File: config.mk
export PLATFORM = sky130hd
export DESIGN_NAME = qta_queue
export DESIGN_NICKNAME = d
export VERILOG_FILES = /design/src/hw/rtl/qta_pkg.sv /design/src/hw/rtl/qta_queue.sv
export VERILOG_INCLUDE_DIRS = /design/src /design/src/hw/rtl
export SDC_FILE = /design/constraint.sdc
export NUM_CORES = 1
export LEC_CHECK = 0
export BUFFER_PORTS_ARGS = -buffer_cell sky130_fd_sc_hd__buf_4
export CAP_MARGIN = 20
export CORE_MARGIN = 1.5
export CORE_UTILIZATION = 57
export DETAILED_ROUTE_END_ITERATION = 16
export PLACE_DENSITY = 0.83
export SLEW_MARGIN = 20
export SYNTH_ARGS = -nofsm -noshare
export SYNTH_HDL_FRONTEND = slang
export SYNTH_SLANG_ARGS = --single-unit
File: constraint.sdc
create_clock -name clk_i -period 4.2 [get_ports clk_i]
set_input_delay 1.26 -clock clk_i [delete_from_list [all_inputs] [get_ports clk_i]]
set_output_delay 1.26 -clock clk_i [all_outputs]
set_load 0.1 [all_outputs]
File: src/hw/rtl/quaternion_twist_angle_core_assert.svh
// Assertion helpers for the twist angle core
`ifndef QUATERNION_TWIST_ANGLE_CORE_ASSERT_SVH
`define QUATERNION_TWIST_ANGLE_CORE_ASSERT_SVH

// Property that must hold at every clock edge outside reset
`define QTA_ASSERT_ALWAYS(lbl, prop) \
  lbl: assert property (@(posedge clk_i) disable iff (!rst_ni) (prop)) \
    else $error("qta assertion failed");

// Consequent must hold in the cycle after the antecedent
`define QTA_ASSERT_NEXT(lbl, pre, post) \
  lbl: assert property (@(posedge clk_i) disable iff (!rst_ni) (pre) |=> (post)) \
    else $error("qta assertion failed");

`endif

File: src/hw/rtl/qta_pkg.sv
// ----------------------------------------------------------------------------
// qta_pkg
// Types, constants and the arctangent table of the twist angle core.
// ----------------------------------------------------------------------------
package qta_pkg;

  localparam int FIELD_W         = 16;
  localparam int ML_W            = 10;
  localparam int ANGLE_FRAC_BITS = 13;
  localparam int ROUND_SH        = 30 - ANGLE_FRAC_BITS;
  localparam int FIFO_DEPTH      = 4;
  localparam int SQRT_STEPS      = 32;
  localparam int NORM_STAGES     = 6;
  localparam int CORDIC_STEPS    = 31;
  localparam int VX_W            = 49;
  localparam int VY_W            = 48;
  localparam int CW              = 52;
  localparam int ZW              = 35;

  localparam logic signed [ZW-1:0] Q30_PI      = 35'sd3373259426;
  localparam logic signed [ZW-1:0] Q30_HALF_PI = 35'sd1686629713;
  localparam logic signed [ZW-1:0] Q30_TWO_PI  = 35'sd6746518852;

  // One request handed from the front end to the angle unit
  typedef struct packed {
    logic signed [VX_W-1:0] vx;
    logic [VY_W-1:0]        vy;
    logic                   dpos;
    logic                   degen;
  } qta_job_t;

  function automatic logic signed [ZW-1:0] atan_entry(input int idx);
    logic signed [ZW-1:0] v;
    unique case (idx)
      0: v = 35'sd843314857;
      1: v = 35'sd497837829;
      2: v = 35'sd263043837;
      3: v = 35'sd133525159;
      4: v = 35'sd67021687;
      5: v = 35'sd33543516;
      6: v = 35'sd16775851;
      7: v = 35'sd8388437;
      8: v = 35'sd4194283;
      9: v = 35'sd2097149;
      default: v = ZW'(36'sd1 <<< (30 - idx));
    endcase
    return v;
  endfunction

endpackage

File: src/hw/rtl/qta_queue.sv
// ----------------------------------------------------------------------------
// qta_queue
// Short request queue between the front end and the angle unit.
// ----------------------------------------------------------------------------
`include "quaternion_twist_angle_core_assert.svh"

module qta_queue #(
  parameter int DEPTH = qta_pkg::FIFO_DEPTH
) (
  input  logic              clk_i,
  input  logic              rst_ni,
  input  qta_pkg::qta_job_t push_data_i,
  input  logic              push_valid_i,
  output logic              push_ready_o,
  output qta_pkg::qta_job_t pop_data_o,
  output logic              pop_valid_o,
  input  logic              pop_ready_i
);

  localparam int AW = (DEPTH > 1) ? $clog2(DEPTH) : 1;
  localparam int NW = $clog2(DEPTH + 1);

  qta_pkg::qta_job_t mem_q [DEPTH];
  logic [AW-1:0]     wp_q, wp_d, rp_q, rp_d;
  logic [NW-1:0]     cnt_q, cnt_d;
  logic              push, pop;

  assign push_ready_o = cnt_q != NW'(DEPTH);
  assign pop_valid_o  = cnt_q != '0;
  assign push         = push_valid_i && push_ready_o;
  assign pop          = pop_valid_o && pop_ready_i;
  assign pop_data_o   = mem_q[rp_q];

  always_comb begin
    wp_d  = wp_q;
    rp_d  = rp_q;
    cnt_d = cnt_q;
    if (push) begin
      wp_d = (wp_q == AW'(DEPTH - 1)) ? '0 : wp_q + 1'b1;
    end
    if (pop) begin
      rp_d = (rp_q == AW'(DEPTH - 1)) ? '0 : rp_q + 1'b1;
    end
    if (push && !pop) begin
      cnt_d = cnt_q + 1'b1;
    end else if (pop && !push) begin
      cnt_d = cnt_q - 1'b1;
    end
  end

  always_ff @(posedge clk_i or negedge rst_ni) begin
    if (!rst_ni) begin
      wp_q  <= '0;
      rp_q  <= '0;
      cnt_q <= '0;
    end else begin
      wp_q  <= wp_d;
      rp_q  <= rp_d;
      cnt_q <= cnt_d;
    end
  end

  always_ff @(posedge clk_i) begin
    if (push) begin
      mem_q[wp_q] <= push_data_i;
    end
  end

  `QTA_ASSERT_ALWAYS(a_cnt_bound, cnt_q <= NW'(DEPTH))
  `QTA_ASSERT_NEXT(a_push_grows, push && !pop, cnt_q == $past(cnt_q) + 1'b1)
  `QTA_ASSERT_NEXT(a_pop_shrinks, pop && !push, cnt_q == $past(cnt_q) - 1'b1)

endmodule

After elaboration in Yosys (flattened, before gate mapping)

Memories as Yosys holds them, arrays and structs flattened.
Cells that the tools add are included.

Add/subtract/negate cells: 4
Eq/ne operators: 3
Muxes and demuxes: 6
Reductions and logical operators: 8

Operator list:

| kind                | number |
|---|---|
| $mux 3              | 2 |
| $add 2x1->2 const B | 2 |
| $eq 2x2->1 const B  | 2 |
| $logic_and 1x1->1   | 4 |
| $mux 2              | 2 |
| $add 3x1->3 const B | 1 |
| $ne 3x3->1 const B  | 1 |
| $reduce_bool 3->1   | 1 |
| $sub 3x1->3 const B | 1 |
| $logic_not 1->1     | 2 |
| $mux 1              | 2 |
| $reduce_bool 2->1   | 1 |

Register bits after elaboration: 7
Bits in writable memories: 396
Input port bits: 103
Output and inout bits: 101
Logic and storage cells: 25
Memories: 1

Memory list:

| name  | depth | width | read ports | clocked after Yosys merged registers in | write ports | RTL line        | text |
|---|---|---|---|---|---|---|---|
| mem_q | 4     | 99    | 1          | 0                                       | 1           | qta_queue.sv:23 | `qta_pkg::qta_job_t mem_q [DEPTH];` |

Logic depth before layout (Yosys ltp)

Gate-level depths: netlist of the first run.

Depth after elaboration: 6
Gate-level depth with buffers: 8
Gate-level depth less buffers: 8

Worst setup path before layout of the first run

OpenSTA, ideal clock, no wires.

Path kind: input port to flip-flop
Start: in push_valid_i
End: mem mem_q[1][0] (netlist bit) (enable)
Arrival time: 3.950 ns
Slack: -0.219 ns
Stages: 2
Cells stage by stage: a21boi_1 > and2_1

Longest elaborated chain between the ends: 3

RTL lines:

| what                         | RTL line        | text |
|---|---|---|
| start: declaration           | qta_queue.sv:13 | `input logic push_valid_i,` |
| $logic_and 1x1->1            | qta_queue.sv:30 | `assign push = push_valid_i && push_ready_o;` |
| $mux 1                       | qta_queue.sv:64 | `if (push) begin` |
| $mux 1 (not written as such) | qta_queue.sv:65 | `mem_q[wp_q] <= push_data_i;` |
| end: declaration             | qta_queue.sv:23 |  |

No other way between the ends.

==> impl_results.html, run 1 <==
<table>
<tr><th>Metric</th><th>Value</th></tr>
<tr><th colspan="2">Outcome</th></tr>
<tr><td>Result of the run</td><td>completed</td></tr>
<tr><th colspan="2">Global route</th></tr>
<tr><td>Initial antenna violation count</td><td>1</td></tr>
<tr><td>Remaining global-route overflow</td><td>0</td></tr>
<tr><td>Via count of the first global-routing pass</td><td>7253</td></tr>
<tr><td>GRT Total Usage</td><td>0.208</td></tr>
<tr><td>Maximum number of pins on one net before global-route repair</td><td>a little over 70</td></tr>
<tr><td>Global-route wire length before repair</td><td>just over 40000 µm</td></tr>
<tr><th colspan="2">Finish</th></tr>
<tr><td>Post-route cell area</td><td>17900 µm²</td></tr>
<tr><td>Post-layout nets</td><td>900</td></tr>
<tr><td>Layout cell share with drive strength beyond 1</td><td>0.465</td></tr>
<tr><td>Most common cell after layout, fill and taps aside</td><td>sky130_fd_sc_hd__edfxtp_1</td></tr>
<tr><td>Area growth syn-to-layout</td><td>21.9%</td></tr>
<tr><td>Highest-count cells in the layout ignoring fill and taps</td><td>sky130_fd_sc_hd__edfxtp_1 (396), sky130_fd_sc_hd__buf_4 (210), sky130_fd_sc_hd__mux4_2 (99)</td></tr>
<tr><th colspan="2">Placed design</th></tr>
<tr><td>I/O Buffers</td><td>between 200 and 250</td></tr>
<tr><td>Routability-driven placement congestion ratio</td><td>between 0.7 and 0.8</td></tr>
<tr><td>Instance area after placement</td><td>between 15000 and 20000 µm²</td></tr>
<tr><td>Dpl hpwl</td><td>16100 µm</td></tr>
<tr><th colspan="2">Drt</th></tr>
<tr><td>Antenna-violating nets left</td><td>0</td></tr>
<tr><td>Via count</td><td>6557</td></tr>
<tr><td>Total wire length</td><td>between 20000 and 30000 µm</td></tr>
<tr><td>Average wire per standard cell</td><td>approximately 24 µm</td></tr>
<tr><td>Post-detailed-route via-to-cell ratio</td><td>~5.7</td></tr>
<tr><td>Drc violations</td><td>0</td></tr>
<tr><td>Total iterations of the first detailed-routing run</td><td>4</td></tr>
<tr><td>Starting DRT DRC Count</td><td>564</td></tr>
<tr><th colspan="2">Logic synthesis</th></tr>
<tr><td>Post-synthesis cell type count</td><td>18</td></tr>
<tr><td>Mapped Nets</td><td>roughly 660</td></tr>
<tr><td>Synthesized instance count</td><td>about 550</td></tr>
<tr><td>Area fraction of the dominant cell type after synthesis</td><td>0.808</td></tr>
<tr><td>Largest area contributor in the synthesized netlist</td><td>sky130_fd_sc_hd__edfxtp_1</td></tr>
<tr><td>Post-Syn Area</td><td>~15000 µm²</td></tr>
<tr><td>Top post-synthesis cells by area</td><td>sky130_fd_sc_hd__edfxtp_1 (81%), sky130_fd_sc_hd__mux4_2 (15%), sky130_fd_sc_hd__dfrtp_1 (1.2%)</td></tr>
<tr><td>Sequential fraction of the synthesis area</td><td>0.820</td></tr>
<tr><td>Synth Warn #</td><td>0</td></tr>
<tr><td>Post-synthesis sequential element count</td><td>slightly above 400</td></tr>
<tr><td>Syn avg cell area</td><td>26.6 µm²</td></tr>
<tr><th colspan="2">Floorplan</th></tr>
<tr><td>Row Count</td><td>58</td></tr>
<tr><td>I/O pin cnt</td><td>approximately 200</td></tr>
<tr><td>Die span in y</td><td>164 µm</td></tr>
<tr><td>Area inside the core boundary</td><td>about 25000 µm²</td></tr>
<tr><td>Effective utilization at floorplan</td><td>0.583</td></tr>
<tr><td>Die X-Extent</td><td>approximately 160 µm</td></tr>
<tr><td>Overall die area</td><td>approximately 27000 µm²</td></tr>
<tr><th colspan="2">Hold path</th></tr>
<tr><td>Worst Hold Class</td><td>flop to flop</td></tr>
<tr><th colspan="2">Critical path</th></tr>
<tr><td>Required time at the endpoint of the critical path</td><td>roughly 3 ns</td></tr>
<tr><td>Critical path class</td><td>flop to output port</td></tr>
<tr><td>Slack of the worst reg-to-reg path</td><td>between 1.5 and 2 ns</td></tr>
<tr><td>CP Capture Type</td><td>output port</td></tr>
<tr><td>Data arrival, critical path</td><td>2.60 ns</td></tr>
<tr><td>Element type at the critical path start</td><td>flop</td></tr>
<tr><td>CP Max Fanout</td><td>65</td></tr>
<tr><th colspan="2">Timing</th></tr>
<tr><td>Final clock skew</td><td>just under 0.02 ns</td></tr>
<tr><td>Number of pins exceeding their max-slew limit in the final report</td><td>0</td></tr>
<tr><td>Final Hold Fails</td><td>0</td></tr>
<tr><td>Final Critical Period</td><td>slightly below 4 ns</td></tr>
<tr><td>Worst-margin pin slew</td><td>roughly 0.98 ns</td></tr>
<tr><td>Max frequency</td><td>roughly 260 MHz</td></tr>
<tr><td>Setup total negative slack</td><td>0 ns</td></tr>
<tr><td>Unrepaired setup endpoints after global routing</td><td>no</td></tr>
<tr><td>Share of the clock period used by the worst path</td><td>0.918</td></tr>
<tr><td>Setup-violating endpoint count in the final report</td><td>0</td></tr>
<tr><td>Worst slew margin relative to its limit</td><td>0.345</td></tr>
<tr><th colspan="2">CTS</th></tr>
<tr><td>Clock Path Buffers</td><td>3</td></tr>
<tr><td>CTS Root Buffer Type</td><td>sky130_fd_sc_hd__clkbuf_16</td></tr>
<tr><td>Worst skew pair latency</td><td>0.51 ns</td></tr>
<tr><td>CTS tree</td><td>yes</td></tr>
<tr><td># resized after CTS</td><td>0</td></tr>
<tr><td>H-tree depth</td><td>2</td></tr>
<tr><td>Hold_buf cts</td><td>0</td></tr>
<tr><td>Clock net sink count</td><td>around 400</td></tr>
<tr><td>Worst-path clk slew</td><td>around 0.06 ns</td></tr>
<tr><td>Buffers inserted during post-CTS setup optimization</td><td>0</td></tr>
<tr><td>CTS Buf Count</td><td>39</td></tr>
<tr><th colspan="2">Flow run</th></tr>
<tr><td>Number of max-cap violations</td><td>0</td></tr>
</table>
## worst paths after layout
path,to,start,depth (start not counted)
worst min-delay path,cnt_q[2],cnt_q[2],1
worst min register to register,cnt_q[2],cnt_q[2],1
max in group asynchronous,rp_q[0],rst_ni,1
min in group asynchronous,cnt_q[0],rst_ni,1
worst max register to register,mem_q[0][68],cnt_q[0],4
worst max-delay path,pop_data_o[73],rp_q[1],3
## state kept, by name (all words and copies together), names as in the netlist
| name | cells |
|---|---|
| cnt_q | 3 |
| rp_q | 2 |
| mem_q | 396 |
| wp_q | 2 |
## final cells by class
class / count / area, µm²
Inverter: 3 / 11.3
Sequential cell: 403 / 12100
Fill cell: 1428 / 7310
Multi-Input combinational cell: 126 / 2480
Tap cell: 330 / 413
Timing Repair Buffer: 217 / 1720
Clock buffer: 47 / 1050
Clock inverter: 22 / 204
Antenna cell: 1 / 2.50
## layer usage
layer,part of all wire,wire [µm],GRT usage
met1,0.39,10500,0.261
met2,0.52,14200,0.362
met3,0.078,2120,0.0583
met4,0.013,365,0.0504
met5,0,0,0
## synthesized netlist by cell type
| library cell | number |
|---|---|
| sky130_fd_sc_hd__mux4_2 | 99 |
| sky130_fd_sc_hd__xor2_1 | 2 |
| sky130_fd_sc_hd__inv_1 | 3 |
| sky130_fd_sc_hd__edfxtp_1 | 396 |
| sky130_fd_sc_hd__ha_1 | 6 |
| sky130_fd_sc_hd__xnor2_1 | 1 |
| sky130_fd_sc_hd__nand2_1 | 2 |
| sky130_fd_sc_hd__dfrtp_1 | 7 |
| sky130_fd_sc_hd__buf_4 | 2 |
| sky130_fd_sc_hd__or3_1 | 1 |
| sky130_fd_sc_hd__and2_1 | 4 |
| sky130_fd_sc_hd__buf_2 | 8 |
| sky130_fd_sc_hd__mux2_2 | 5 |
| sky130_fd_sc_hd__a21boi_1 | 1 |
| sky130_fd_sc_hd__clkbuf_1 | 2 |
| sky130_fd_sc_hd__fa_1 | 1 |
| sky130_fd_sc_hd__nor2_1 | 4 |
| sky130_fd_sc_hd__buf_6 | 10 |
## worst max-delay path, cell delays in order (launching register included)
cell                      delay [ns]
sky130_fd_sc_hd__dfrtp_4        1.08
sky130_fd_sc_hd__buf_12         0.33
sky130_fd_sc_hd__mux4_2         0.38
sky130_fd_sc_hd__buf_4          0.26
## kinds of logic (layout without fill, tap and decap cells)
family | count (synthesis) | in the layout | share of synthesized area
AOI/OAI and AO/OA | 1 | 1 | 0.000510
buffers and inverters | 25 | 289 | 0.0127
other | 0 | 1 | 0
DFF | 403 | 403 | 0.820
and+or+nand+nor | 11 | 11 | 0.00365
adders and majority gates | 7 | 7 | 0.00646
muxes | 104 | 104 | 0.155
xor gates and xnor gates | 3 | 3 | 0.00179
## metrics by stage
stage	hold WS [ns]	utilization	worst slack (ns)	std cells
floorplan	0.475	-	0.860	554
global placement	0.491	0.661	0.909	1079
detailed placement	0.500	0.661	0.911	1079
CTS	0.531	0.711	0.308	1148
global route	0.538	0.711	0.250	1148
finish	0.531	0.711	0.345	1149
Power of run 1 is left out: the tool's default activity adds up to more than one toggle a clock period on the data nets, which glitch-free logic cannot reach.
==> run 2, diff against run 1 <==
Settings changed: RECOVER_POWER set to 100.
==> run 2 against run 1 <==
  * The flow now finishes with violations (max-capacitance violations, max-slew violations)
  * Clock-buffer cell count stayed put
  * Clock skew fell by 0.00098 ns
  * Final cell count is the same
  * Core utilization shrank 2.5 points
  * Critical path depth did not move
  * Critical path type unchanged
  * Critical endpoint is now pop_data_o[71]
  * Highest routed layer unchanged
==> impl_results.html, run 2 (same netlist as run 1, synthesis figures left out) <==
<table>
<tr><th>Metric</th><th>Value</th></tr>
<tr><th colspan="2">Drt</th></tr>
<tr><td>Post-detailed-route via-to-cell ratio</td><td>5.67 (-0.56%)</td></tr>
<tr><td>Antenna-violating nets left</td><td>0 (unchanged)</td></tr>
<tr><td>Average wire per standard cell</td><td>23.6 µm (-0.25%)</td></tr>
<tr><td>Via count</td><td>6520 (-0.56%)</td></tr>
<tr><td>Starting DRT DRC Count</td><td>532 (-5.7%)</td></tr>
<tr><td>Total wire length</td><td>27100 µm (-0.25%)</td></tr>
<tr><td>Total iterations of the first detailed-routing run</td><td>4 (unchanged)</td></tr>
<tr><td>Drc violations</td><td>0 (unchanged)</td></tr>
<tr><th colspan="2">CTS</th></tr>
<tr><td>CTS Buf Count</td><td>39 (unchanged)</td></tr>
<tr><td>CTS Root Buffer Type</td><td>sky130_fd_sc_hd__clkbuf_16</td></tr>
<tr><td>CTS tree</td><td>yes</td></tr>
<tr><td>H-tree depth</td><td>2 (unchanged)</td></tr>
<tr><td>Hold_buf cts</td><td>0 (unchanged)</td></tr>
<tr><td>Clock net sink count</td><td>403 (unchanged)</td></tr>
<tr><td>Worst-path clk slew</td><td>0.06 ns (about the same)</td></tr>
<tr><td>Clock Path Buffers</td><td>3 (unchanged)</td></tr>
<tr><td># resized after CTS</td><td>0 (unchanged)</td></tr>
<tr><td>Worst skew pair latency</td><td>0.51 ns (about the same)</td></tr>
<tr><td>Buffers inserted during post-CTS setup optimization</td><td>0 (unchanged)</td></tr>
<tr><th colspan="2">Placed design</th></tr>
<tr><td>I/O Buffers</td><td>203 (unchanged)</td></tr>
<tr><td>Cell count after placement</td><td>1079 (unchanged)</td></tr>
<tr><td>Routability-driven placement congestion ratio</td><td>0.730 (unchanged)</td></tr>
<tr><td>Instance area after placement</td><td>16700 µm² (unchanged)</td></tr>
<tr><td>Dpl hpwl</td><td>16100 µm (unchanged)</td></tr>
<tr><th colspan="2">Global route</th></tr>
<tr><td>Via count of the first global-routing pass</td><td>7253 (unchanged)</td></tr>
<tr><td>Initial antenna violation count</td><td>1 (unchanged)</td></tr>
<tr><td>Global-route wire length before repair</td><td>41100 µm (unchanged)</td></tr>
<tr><td>GRT Total Usage</td><td>0.208 (unchanged)</td></tr>
<tr><td>Maximum number of pins on one net before global-route repair</td><td>71 (unchanged)</td></tr>
<tr><td>Remaining global-route overflow</td><td>0 (unchanged)</td></tr>
<tr><th colspan="2">Floorplan</th></tr>
<tr><td>Area inside the core boundary</td><td>25300 µm² (unchanged)</td></tr>
<tr><td>Die X-Extent</td><td>164 µm (unchanged)</td></tr>
<tr><td>Die span in y</td><td>164 µm (unchanged)</td></tr>
<tr><td>Row Count</td><td>58 (unchanged)</td></tr>
<tr><td>Effective utilization at floorplan</td><td>0.583 (unchanged)</td></tr>
<tr><td>I/O pin cnt</td><td>204 (unchanged)</td></tr>
<tr><td>Overall die area</td><td>26800 µm² (unchanged)</td></tr>
<tr><th colspan="2">Timing</th></tr>
<tr><td>Max frequency</td><td>252 MHz (-2.9%)</td></tr>
<tr><td>Final clock skew</td><td>0.0187 ns (-0.000980 ns)</td></tr>
<tr><td>Unrepaired setup endpoints after global routing</td><td>no</td></tr>
<tr><td>Hold slack final</td><td>0.530 ns (-0.00145 ns)</td></tr>
<tr><td>Final Hold Fails</td><td>0 (unchanged)</td></tr>
<tr><td>Number of pins exceeding their max-slew limit in the final report</td><td>131 (+131)</td></tr>
<tr><td>Setup total negative slack</td><td>0 ns (unchanged)</td></tr>
<tr><td>Setup-violating endpoint count in the final report</td><td>0 (unchanged)</td></tr>
<tr><td>Worst-margin pin slew</td><td>1.95 ns (+0.964 ns)</td></tr>
<tr><td>Final Critical Period</td><td>3.97 ns (+0.117 ns)</td></tr>
<tr><td>Worst slew margin relative to its limit</td><td>-0.298 (-0.643)</td></tr>
<tr><td>Share of the clock period used by the worst path</td><td>0.946 (+0.0278)</td></tr>
<tr><th colspan="2">Finish</th></tr>
<tr><td>Max FFs per register</td><td>396 (unchanged)</td></tr>
<tr><td>Final std cells w/o fill</td><td>1149 (unchanged)</td></tr>
<tr><td>Layout cell share with drive strength beyond 1</td><td>0.335 (-0.130)</td></tr>
<tr><td>Area growth syn-to-layout</td><td>17.6%</td></tr>
<tr><td>Post-route cell area</td><td>17300 µm² (-3.6%)</td></tr>
<tr><td>Largest registers ranked by flip-flop count</td><td>mem_q (396), cnt_q (3)</td></tr>
<tr><td>Storage cell area</td><td>12100 µm² (unchanged)</td></tr>
<tr><td>Post-layout nets</td><td>900 (unchanged)</td></tr>
<tr><td>Fillers</td><td>1609 (+13%)</td></tr>
<tr><td>Most common cell after layout, fill and taps aside</td><td>sky130_fd_sc_hd__edfxtp_1</td></tr>
<tr><td>Multi-input combinational cell area</td><td>2470 µm² (-0.40%)</td></tr>
<tr><td>Highest-count cells in the layout ignoring fill and taps</td><td>sky130_fd_sc_hd__edfxtp_1 (396), sky130_fd_sc_hd__clkbuf_1 (108), sky130_fd_sc_hd__mux4_2 (99)</td></tr>
<tr><td>Top reg by flops</td><td>mem_q</td></tr>
<tr><th colspan="2">Outcome</th></tr>
<tr><td>Violations in the final reports</td><td>max-capacitance violations, max-slew violations</td></tr>
<tr><td>Result of the run</td><td>complete, but fails checks</td></tr>
<tr><th colspan="2">Critical path</th></tr>
<tr><td>Cell with the biggest individual delay on the critical path</td><td>sky130_fd_sc_hd__dfrtp_4</td></tr>
<tr><td>Worst path top cell family by delay</td><td>flip-flops</td></tr>
<tr><td>Crit path cell chain</td><td>buf_12 &gt; mux4_2 &gt; clkbuf_2</td></tr>
<tr><td>CP Max Fanout</td><td>65 (unchanged)</td></tr>
<tr><td>Longest individual stage delay on the worst path</td><td>1.09 ns (about the same)</td></tr>
<tr><td>Element type at the critical path start</td><td>flop</td></tr>
<tr><td>Buffer and inverter count on the worst path</td><td>2 (unchanged)</td></tr>
<tr><td>Critical path class</td><td>flop to output port</td></tr>
<tr><td>CP Capture Type</td><td>output port</td></tr>
<tr><td>Data arrival, critical path</td><td>2.71 ns (+0.11 ns)</td></tr>
<tr><td>Required time at the endpoint of the critical path</td><td>2.94 ns (about the same)</td></tr>
<tr><th colspan="2">Hold path</th></tr>
<tr><td>Worst Hold Class</td><td>flop to flop</td></tr>
<tr><th colspan="2">Flow run</th></tr>
<tr><td>Number of max-cap violations</td><td>4 (+4)</td></tr>
</table>
-- run 2: cell count changes in the layout (fill, tap and decap cells not counted), sizes merged --
cell / delta
clkbuf: +201
buf: -201
-- run 2: final timing paths --
path,start,to,slack (ns),cells after the start
setup / recovery,rp_q[1],pop_data_o[71],0.23,3
hold / removal,cnt_q[2],cnt_q[2],0.53,1
setup reg to reg,cnt_q[0],mem_q[3][6],0.65,4
hold reg to reg,cnt_q[2],cnt_q[2],0.53,1
max in group asynchronous,rst_ni,rp_q[0],3.20,1
min in group asynchronous,rst_ni,cnt_q[2],0.66,1
-- run 2: cell type report --
cell class,count,share of cell area
inverters,3,0.000651
clock buffers,47,0.0606
flip-flops and latches,403,0.698
clock inverters,22,0.0118
diodes,1,0.000145
multi-input cells,126,0.143
well taps,330,0.0239
repair buffers,217,0.0627
-- run 2: routing by layer --
metal	track usage	part of all wire	wire length [µm]	up-vias
met2	0.362	0.52	14200	244
li1	-	-	-	2873
met1	0.261	0.38	10400	3370
met4	0.0504	0.014	368	0
met5	0	0	0	-
met3	0.0583	0.081	2200	33
-- run 2: through the flow --
| stage | worst slack (ns) | util |
|---|---|---|
| 2_1_floorplan | 0.860 | - |
| 3_3_place_gp | 0.909 | 0.661 |
| 3_5_place_dp | 0.911 | 0.661 |
| 4_1_cts | 0.308 | 0.711 |
| 5_1_grt | 0.126 | 0.685 |
| 6_report | 0.228 | 0.685 |
-- run 2: worst reg2reg max path: stages, from the launching register on --
cell and delay [ns]:
sky130_fd_sc_hd__dfrtp_1 0.44, sky130_fd_sc_hd__nor2_1 0.08, sky130_fd_sc_hd__a21boi_0 0.62, sky130_fd_sc_hd__and2_1 1.41, sky130_fd_sc_hd__clkbuf_2 0.63
Power of run 2 is left out for the same reason.
==> run 3, diff against run 2 <==
Settings changed: ABC_AREA set to 1, CORE_UTILIZATION 57 to 58, PLACE_DENSITY 0.83 to 0.84.
==> run 3 against run 2 <==
  * Critical path depth grew 1
  * First-iteration DRC count grew 70%
  * Global-route usage grew 1.0 points
  * The run still ends with max-capacitance violations, max-slew violations left
  * Area after synthesis grew 8.7%
  * Via count grew 47%
  * Synthesized cell count grew 120%
  * Highest routed layer unchanged
  * Sequential cell count is the same
  * Register-to-register slack lost 0.11 ns
  * Design area grew 7.1%
==> impl_results.html, run 3 <==
<table>
<tr><th>Metric</th><th>Value</th></tr>
<tr><th colspan="2">Outcome</th></tr>
<tr><td>Result of the run</td><td>complete, but fails checks</td></tr>
<tr><td>Violations in the final reports</td><td>max-capacitance violations, max-slew violations</td></tr>
<tr><th colspan="2">Logic synthesis</th></tr>
<tr><td>Share of cell area taken by muxes after synthesis</td><td>0 (-0.155)</td></tr>
<tr><td>Sequential fraction of the synthesis area</td><td>0.754 (-0.0659)</td></tr>
<tr><td>Synthesized instance count</td><td>1213 (+120%)</td></tr>
<tr><td>Largest area contributor in the synthesized netlist</td><td>sky130_fd_sc_hd__edfxtp_1</td></tr>
<tr><td>Compound-cell area share of the yosys netlist</td><td>0.0932 (+0.0927)</td></tr>
<tr><td>Fraction of the mapped netlist area in simple logic gates</td><td>0.0771 (+0.0735)</td></tr>
<tr><td>Cell types with the highest counts after synthesis</td><td>sky130_fd_sc_hd__edfxtp_1 (396), sky130_fd_sc_hd__nand2_1 (312), sky130_fd_sc_hd__inv_1 (211)</td></tr>
<tr><td>Post-synthesis cell type count</td><td>18 (unchanged)</td></tr>
<tr><td>Post-Syn Area</td><td>16000 µm² (+8.7%)</td></tr>
<tr><td>Mapped Nets</td><td>1323 (+99%)</td></tr>
<tr><td>Adder and majority cell fraction of the synthesized area</td><td>0.00594 (-0.000519)</td></tr>
<tr><td>Area fraction of the dominant cell type after synthesis</td><td>0.743 (-0.0650)</td></tr>
<tr><td>Most common cell in the netlist</td><td>sky130_fd_sc_hd__edfxtp_1</td></tr>
<tr><td>Top post-synthesis cells by area</td><td>sky130_fd_sc_hd__edfxtp_1 (74%), sky130_fd_sc_hd__o211ai_1 (9.3%), sky130_fd_sc_hd__nand2_1 (7.3%)</td></tr>
<tr><td>Syn avg cell area</td><td>13.2 µm² (-50%)</td></tr>
<tr><td>Dominant combinational cell family by area after synthesis</td><td>compound AO/OA/AOI/OAI gates</td></tr>
<tr><td>Xor and xnor fraction of the mapped netlist area</td><td>0.000547 (-0.00124)</td></tr>
<tr><td>Post-synthesis sequential element count</td><td>403 (unchanged)</td></tr>
<tr><td>Primary flip-flop cell chosen by synthesis mapping</td><td>sky130_fd_sc_hd__edfxtp_1</td></tr>
<tr><td>Ys async rst share</td><td>0.0174 (unchanged)</td></tr>
<tr><td>Synth Warn #</td><td>0 (unchanged)</td></tr>
<tr><td>EDFF count, synth</td><td>396 (unchanged)</td></tr>
<tr><th colspan="2">CTS</th></tr>
<tr><td>Hold_buf cts</td><td>0 (unchanged)</td></tr>
<tr><td>CTS tree</td><td>yes</td></tr>
<tr><td>CTS Buf Count</td><td>40 (+2.6%)</td></tr>
<tr><td>Worst skew pair latency</td><td>0.52 ns (about the same)</td></tr>
<tr><td>Clock net sink count</td><td>403 (unchanged)</td></tr>
<tr><td>H-tree depth</td><td>2 (unchanged)</td></tr>
<tr><td># resized after CTS</td><td>0 (unchanged)</td></tr>
<tr><td>Clock Path Buffers</td><td>3 (unchanged)</td></tr>
<tr><td>Worst-path clk slew</td><td>0.06 ns (about the same)</td></tr>
<tr><td>Buffers inserted during post-CTS setup optimization</td><td>0 (unchanged)</td></tr>
<tr><td>CTS Root Buffer Type</td><td>sky130_fd_sc_hd__clkbuf_16</td></tr>
<tr><th colspan="2">Flow run</th></tr>
<tr><td>Number of max-cap violations</td><td>4 (unchanged)</td></tr>
<tr><th colspan="2">Finish</th></tr>
<tr><td>Highest-count cells in the layout ignoring fill and taps</td><td>sky130_fd_sc_hd__edfxtp_1 (396), sky130_fd_sc_hd__nand2_1 (312), sky130_fd_sc_hd__inv_1 (211)</td></tr>
<tr><td>Area growth syn-to-layout</td><td>15.8%</td></tr>
<tr><td>Post-layout nets</td><td>1517 (+69%)</td></tr>
<tr><td>Largest registers ranked by flip-flop count</td><td>mem_q (396), cnt_q (3)</td></tr>
<tr><td>Max FFs per register</td><td>396 (unchanged)</td></tr>
<tr><td>Layout cell share with drive strength beyond 1</td><td>0.117 (-0.218)</td></tr>
<tr><td>Final std cells w/o fill</td><td>1778 (+55%)</td></tr>
<tr><td>Most common cell after layout, fill and taps aside</td><td>sky130_fd_sc_hd__edfxtp_1</td></tr>
<tr><td>Fillers</td><td>1879 (+17%)</td></tr>
<tr><td>Top reg by flops</td><td>mem_q</td></tr>
<tr><td>Storage cell area</td><td>12100 µm² (unchanged)</td></tr>
<tr><td>Multi-input combinational cell area</td><td>2840 µm² (+15%)</td></tr>
<tr><th colspan="2">Global route</th></tr>
<tr><td>Maximum number of pins on one net before global-route repair</td><td>162 (+130%)</td></tr>
<tr><td>GRT Total Usage</td><td>0.218 (+0.0100)</td></tr>
<tr><td>Global-route wire length before repair</td><td>48000 µm (+17%)</td></tr>
<tr><td>Remaining global-route overflow</td><td>0 (unchanged)</td></tr>
<tr><td>Initial antenna violation count</td><td>3 (+2)</td></tr>
<tr><td>Via count of the first global-routing pass</td><td>9528 (+31%)</td></tr>
<tr><th colspan="2">Timing</th></tr>
<tr><td>Setup-violating endpoint count in the final report</td><td>0 (unchanged)</td></tr>
<tr><td>Unrepaired setup endpoints after global routing</td><td>no</td></tr>
<tr><td>Final clock skew</td><td>0.0180 ns (-0.000710 ns)</td></tr>
<tr><td>Final Critical Period</td><td>3.86 ns (-0.110 ns)</td></tr>
<tr><td>Worst-margin pin slew</td><td>2.49 ns (+0.545 ns)</td></tr>
<tr><td>Number of pins exceeding their max-slew limit in the final report</td><td>211 (+61%)</td></tr>
<tr><td>Share of the clock period used by the worst path</td><td>0.919 (-0.0263)</td></tr>
<tr><td>Final Hold Fails</td><td>0 (unchanged)</td></tr>
<tr><td>Max frequency</td><td>259 MHz (+2.9%)</td></tr>
<tr><td>Worst slew margin relative to its limit</td><td>-0.661 (-0.363)</td></tr>
<tr><th colspan="2">Hold path</th></tr>
<tr><td>Hold Crit Start</td><td>cnt_q[2]</td></tr>
<tr><td>Worst Hold Depth</td><td>2 (+1)</td></tr>
<tr><td>Worst Hold Class</td><td>flop to flop</td></tr>
<tr><td>Capture endpoint of the worst hold path</td><td>cnt_q[2]</td></tr>
<tr><th colspan="2">Critical path</th></tr>
<tr><td>Startpoint of the most critical setup path</td><td>rp_q[0]</td></tr>
<tr><td>CP Capture Type</td><td>output port</td></tr>
<tr><td>Data arrival, critical path</td><td>2.60 ns (-0.11 ns)</td></tr>
<tr><td>CP Max Fanout</td><td>161 (+150%)</td></tr>
<tr><td>Launch instance of the worst register-to-register path</td><td>cnt_q[0]</td></tr>
<tr><td>Slack of the worst reg-to-reg path</td><td>0.54 ns (-0.11 ns)</td></tr>
<tr><td>Critical path class</td><td>flop to output port</td></tr>
<tr><td>Critical R2R Capture</td><td>mem_q[0][51]</td></tr>
<tr><td>Required time at the endpoint of the critical path</td><td>2.94 ns (about the same)</td></tr>
<tr><td>Worst Reg2Reg Path Length in Cells</td><td>5 (+1)</td></tr>
<tr><td>Element type at the critical path start</td><td>flop</td></tr>
<tr><th colspan="2">Placed design</th></tr>
<tr><td>Routability-driven placement congestion ratio</td><td>0.750 (+2.8%)</td></tr>
<tr><td>Dpl hpwl</td><td>17700 µm (+9.9%)</td></tr>
<tr><td>Cell count after placement</td><td>1706 (+58%)</td></tr>
<tr><td>I/O Buffers</td><td>203 (unchanged)</td></tr>
<tr><th colspan="2">Floorplan</th></tr>
<tr><td>Overall die area</td><td>28600 µm² (+6.7%)</td></tr>
<tr><td>Effective utilization at floorplan</td><td>0.592 (+0.00942)</td></tr>
<tr><td>Die X-Extent</td><td>169 µm (+3.3%)</td></tr>
<tr><td>I/O pin cnt</td><td>204 (unchanged)</td></tr>
<tr><td>Die span in y</td><td>169 µm (+3.3%)</td></tr>
<tr><td>Row Count</td><td>60 (+3.4%)</td></tr>
<tr><td>Area inside the core boundary</td><td>27000 µm² (+7.0%)</td></tr>
<tr><th colspan="2">Drt</th></tr>
<tr><td>Antenna-violating nets left</td><td>0 (unchanged)</td></tr>
<tr><td>Drc violations</td><td>0 (unchanged)</td></tr>
<tr><td>Average wire per standard cell</td><td>17.3 µm (-27%)</td></tr>
<tr><td>Total wire length</td><td>30800 µm (+14%)</td></tr>
<tr><td>Total iterations of the first detailed-routing run</td><td>5 (+1)</td></tr>
<tr><td>Via count</td><td>9568 (+47%)</td></tr>
<tr><td>Starting DRT DRC Count</td><td>902 (+70%)</td></tr>
<tr><td>Post-detailed-route via-to-cell ratio</td><td>5.38 (-5.2%)</td></tr>
</table>
## run 3: logic make-up (layout without fill, tap and decap cells)
group,after synthesis,after routing
AOI/OAI and AO/OA,199,199
xor gates and xnor gates,1,1
adders and majority gates,7,7
buffers and inverters,277,498
DFF,403,403
other,0,3
and+or+nand+nor,326,326
## run 3: area by class of cell
cell class,count,area share
sequential,403,0.651
multi-input combinational,533,0.153
clock buffer,56,0.0611
timing repair buffer,217,0.0606
inverter,212,0.0430
tap,341,0.0230
clock inverter,13,0.00736
antenna,3,0.000405
## run 3: worst max-delay path by stage
stage / end / slack (ns) / cells after the start
2_1_floorplan: mem_q[3][0] / -0.56 / 4
3_3_place_gp: pop_data_o[29] / 1.15 / 4
3_5_place_dp: pop_data_o[32] / 1.12 / 4
4_1_cts: pop_data_o[20] / 0.53 / 5
5_1_grt: mem_q[0][2] / 0.19 / 4
6_report: pop_data_o[3] / 0.34 / 4
## run 3: critical path, stage by stage, from the launching register on
cell,delay (ns)
sky130_fd_sc_hd__dfrtp_4,0.64
sky130_fd_sc_hd__buf_12,0.47
sky130_fd_sc_hd__o211ai_1,0.26
sky130_fd_sc_hd__nand2_1,0.11
sky130_fd_sc_hd__clkbuf_2,0.45
## run 3: routing by layer
layer	share of wire	global-route usage	vias up
met5	0	0	-
met4	0.034	0.0908	0
met3	0.078	0.0478	72
met2	0.49	0.370	381
met1	0.40	0.274	4509
li1	-	-	4606
## run 3: stage by stage
stage | worst slack (ns) | utilization | hold WS (ns) | instance area, µm² | TNS [ns]
floorplan | -0.561 | - | 0.463 | 16000 | -222.13
CTS | 0.526 | 0.710 | 0.521 | 19200 | 0
global placement | 1.15 | 0.663 | 0.487 | 17900 | 0
finish | 0.338 | 0.686 | 0.533 | 18500 | 0
global route | 0.193 | 0.686 | 0.549 | 18500 | 0
detailed placement | 1.12 | 0.663 | 0.501 | 17900 | 0
Power of run 3 is left out for the same reason.
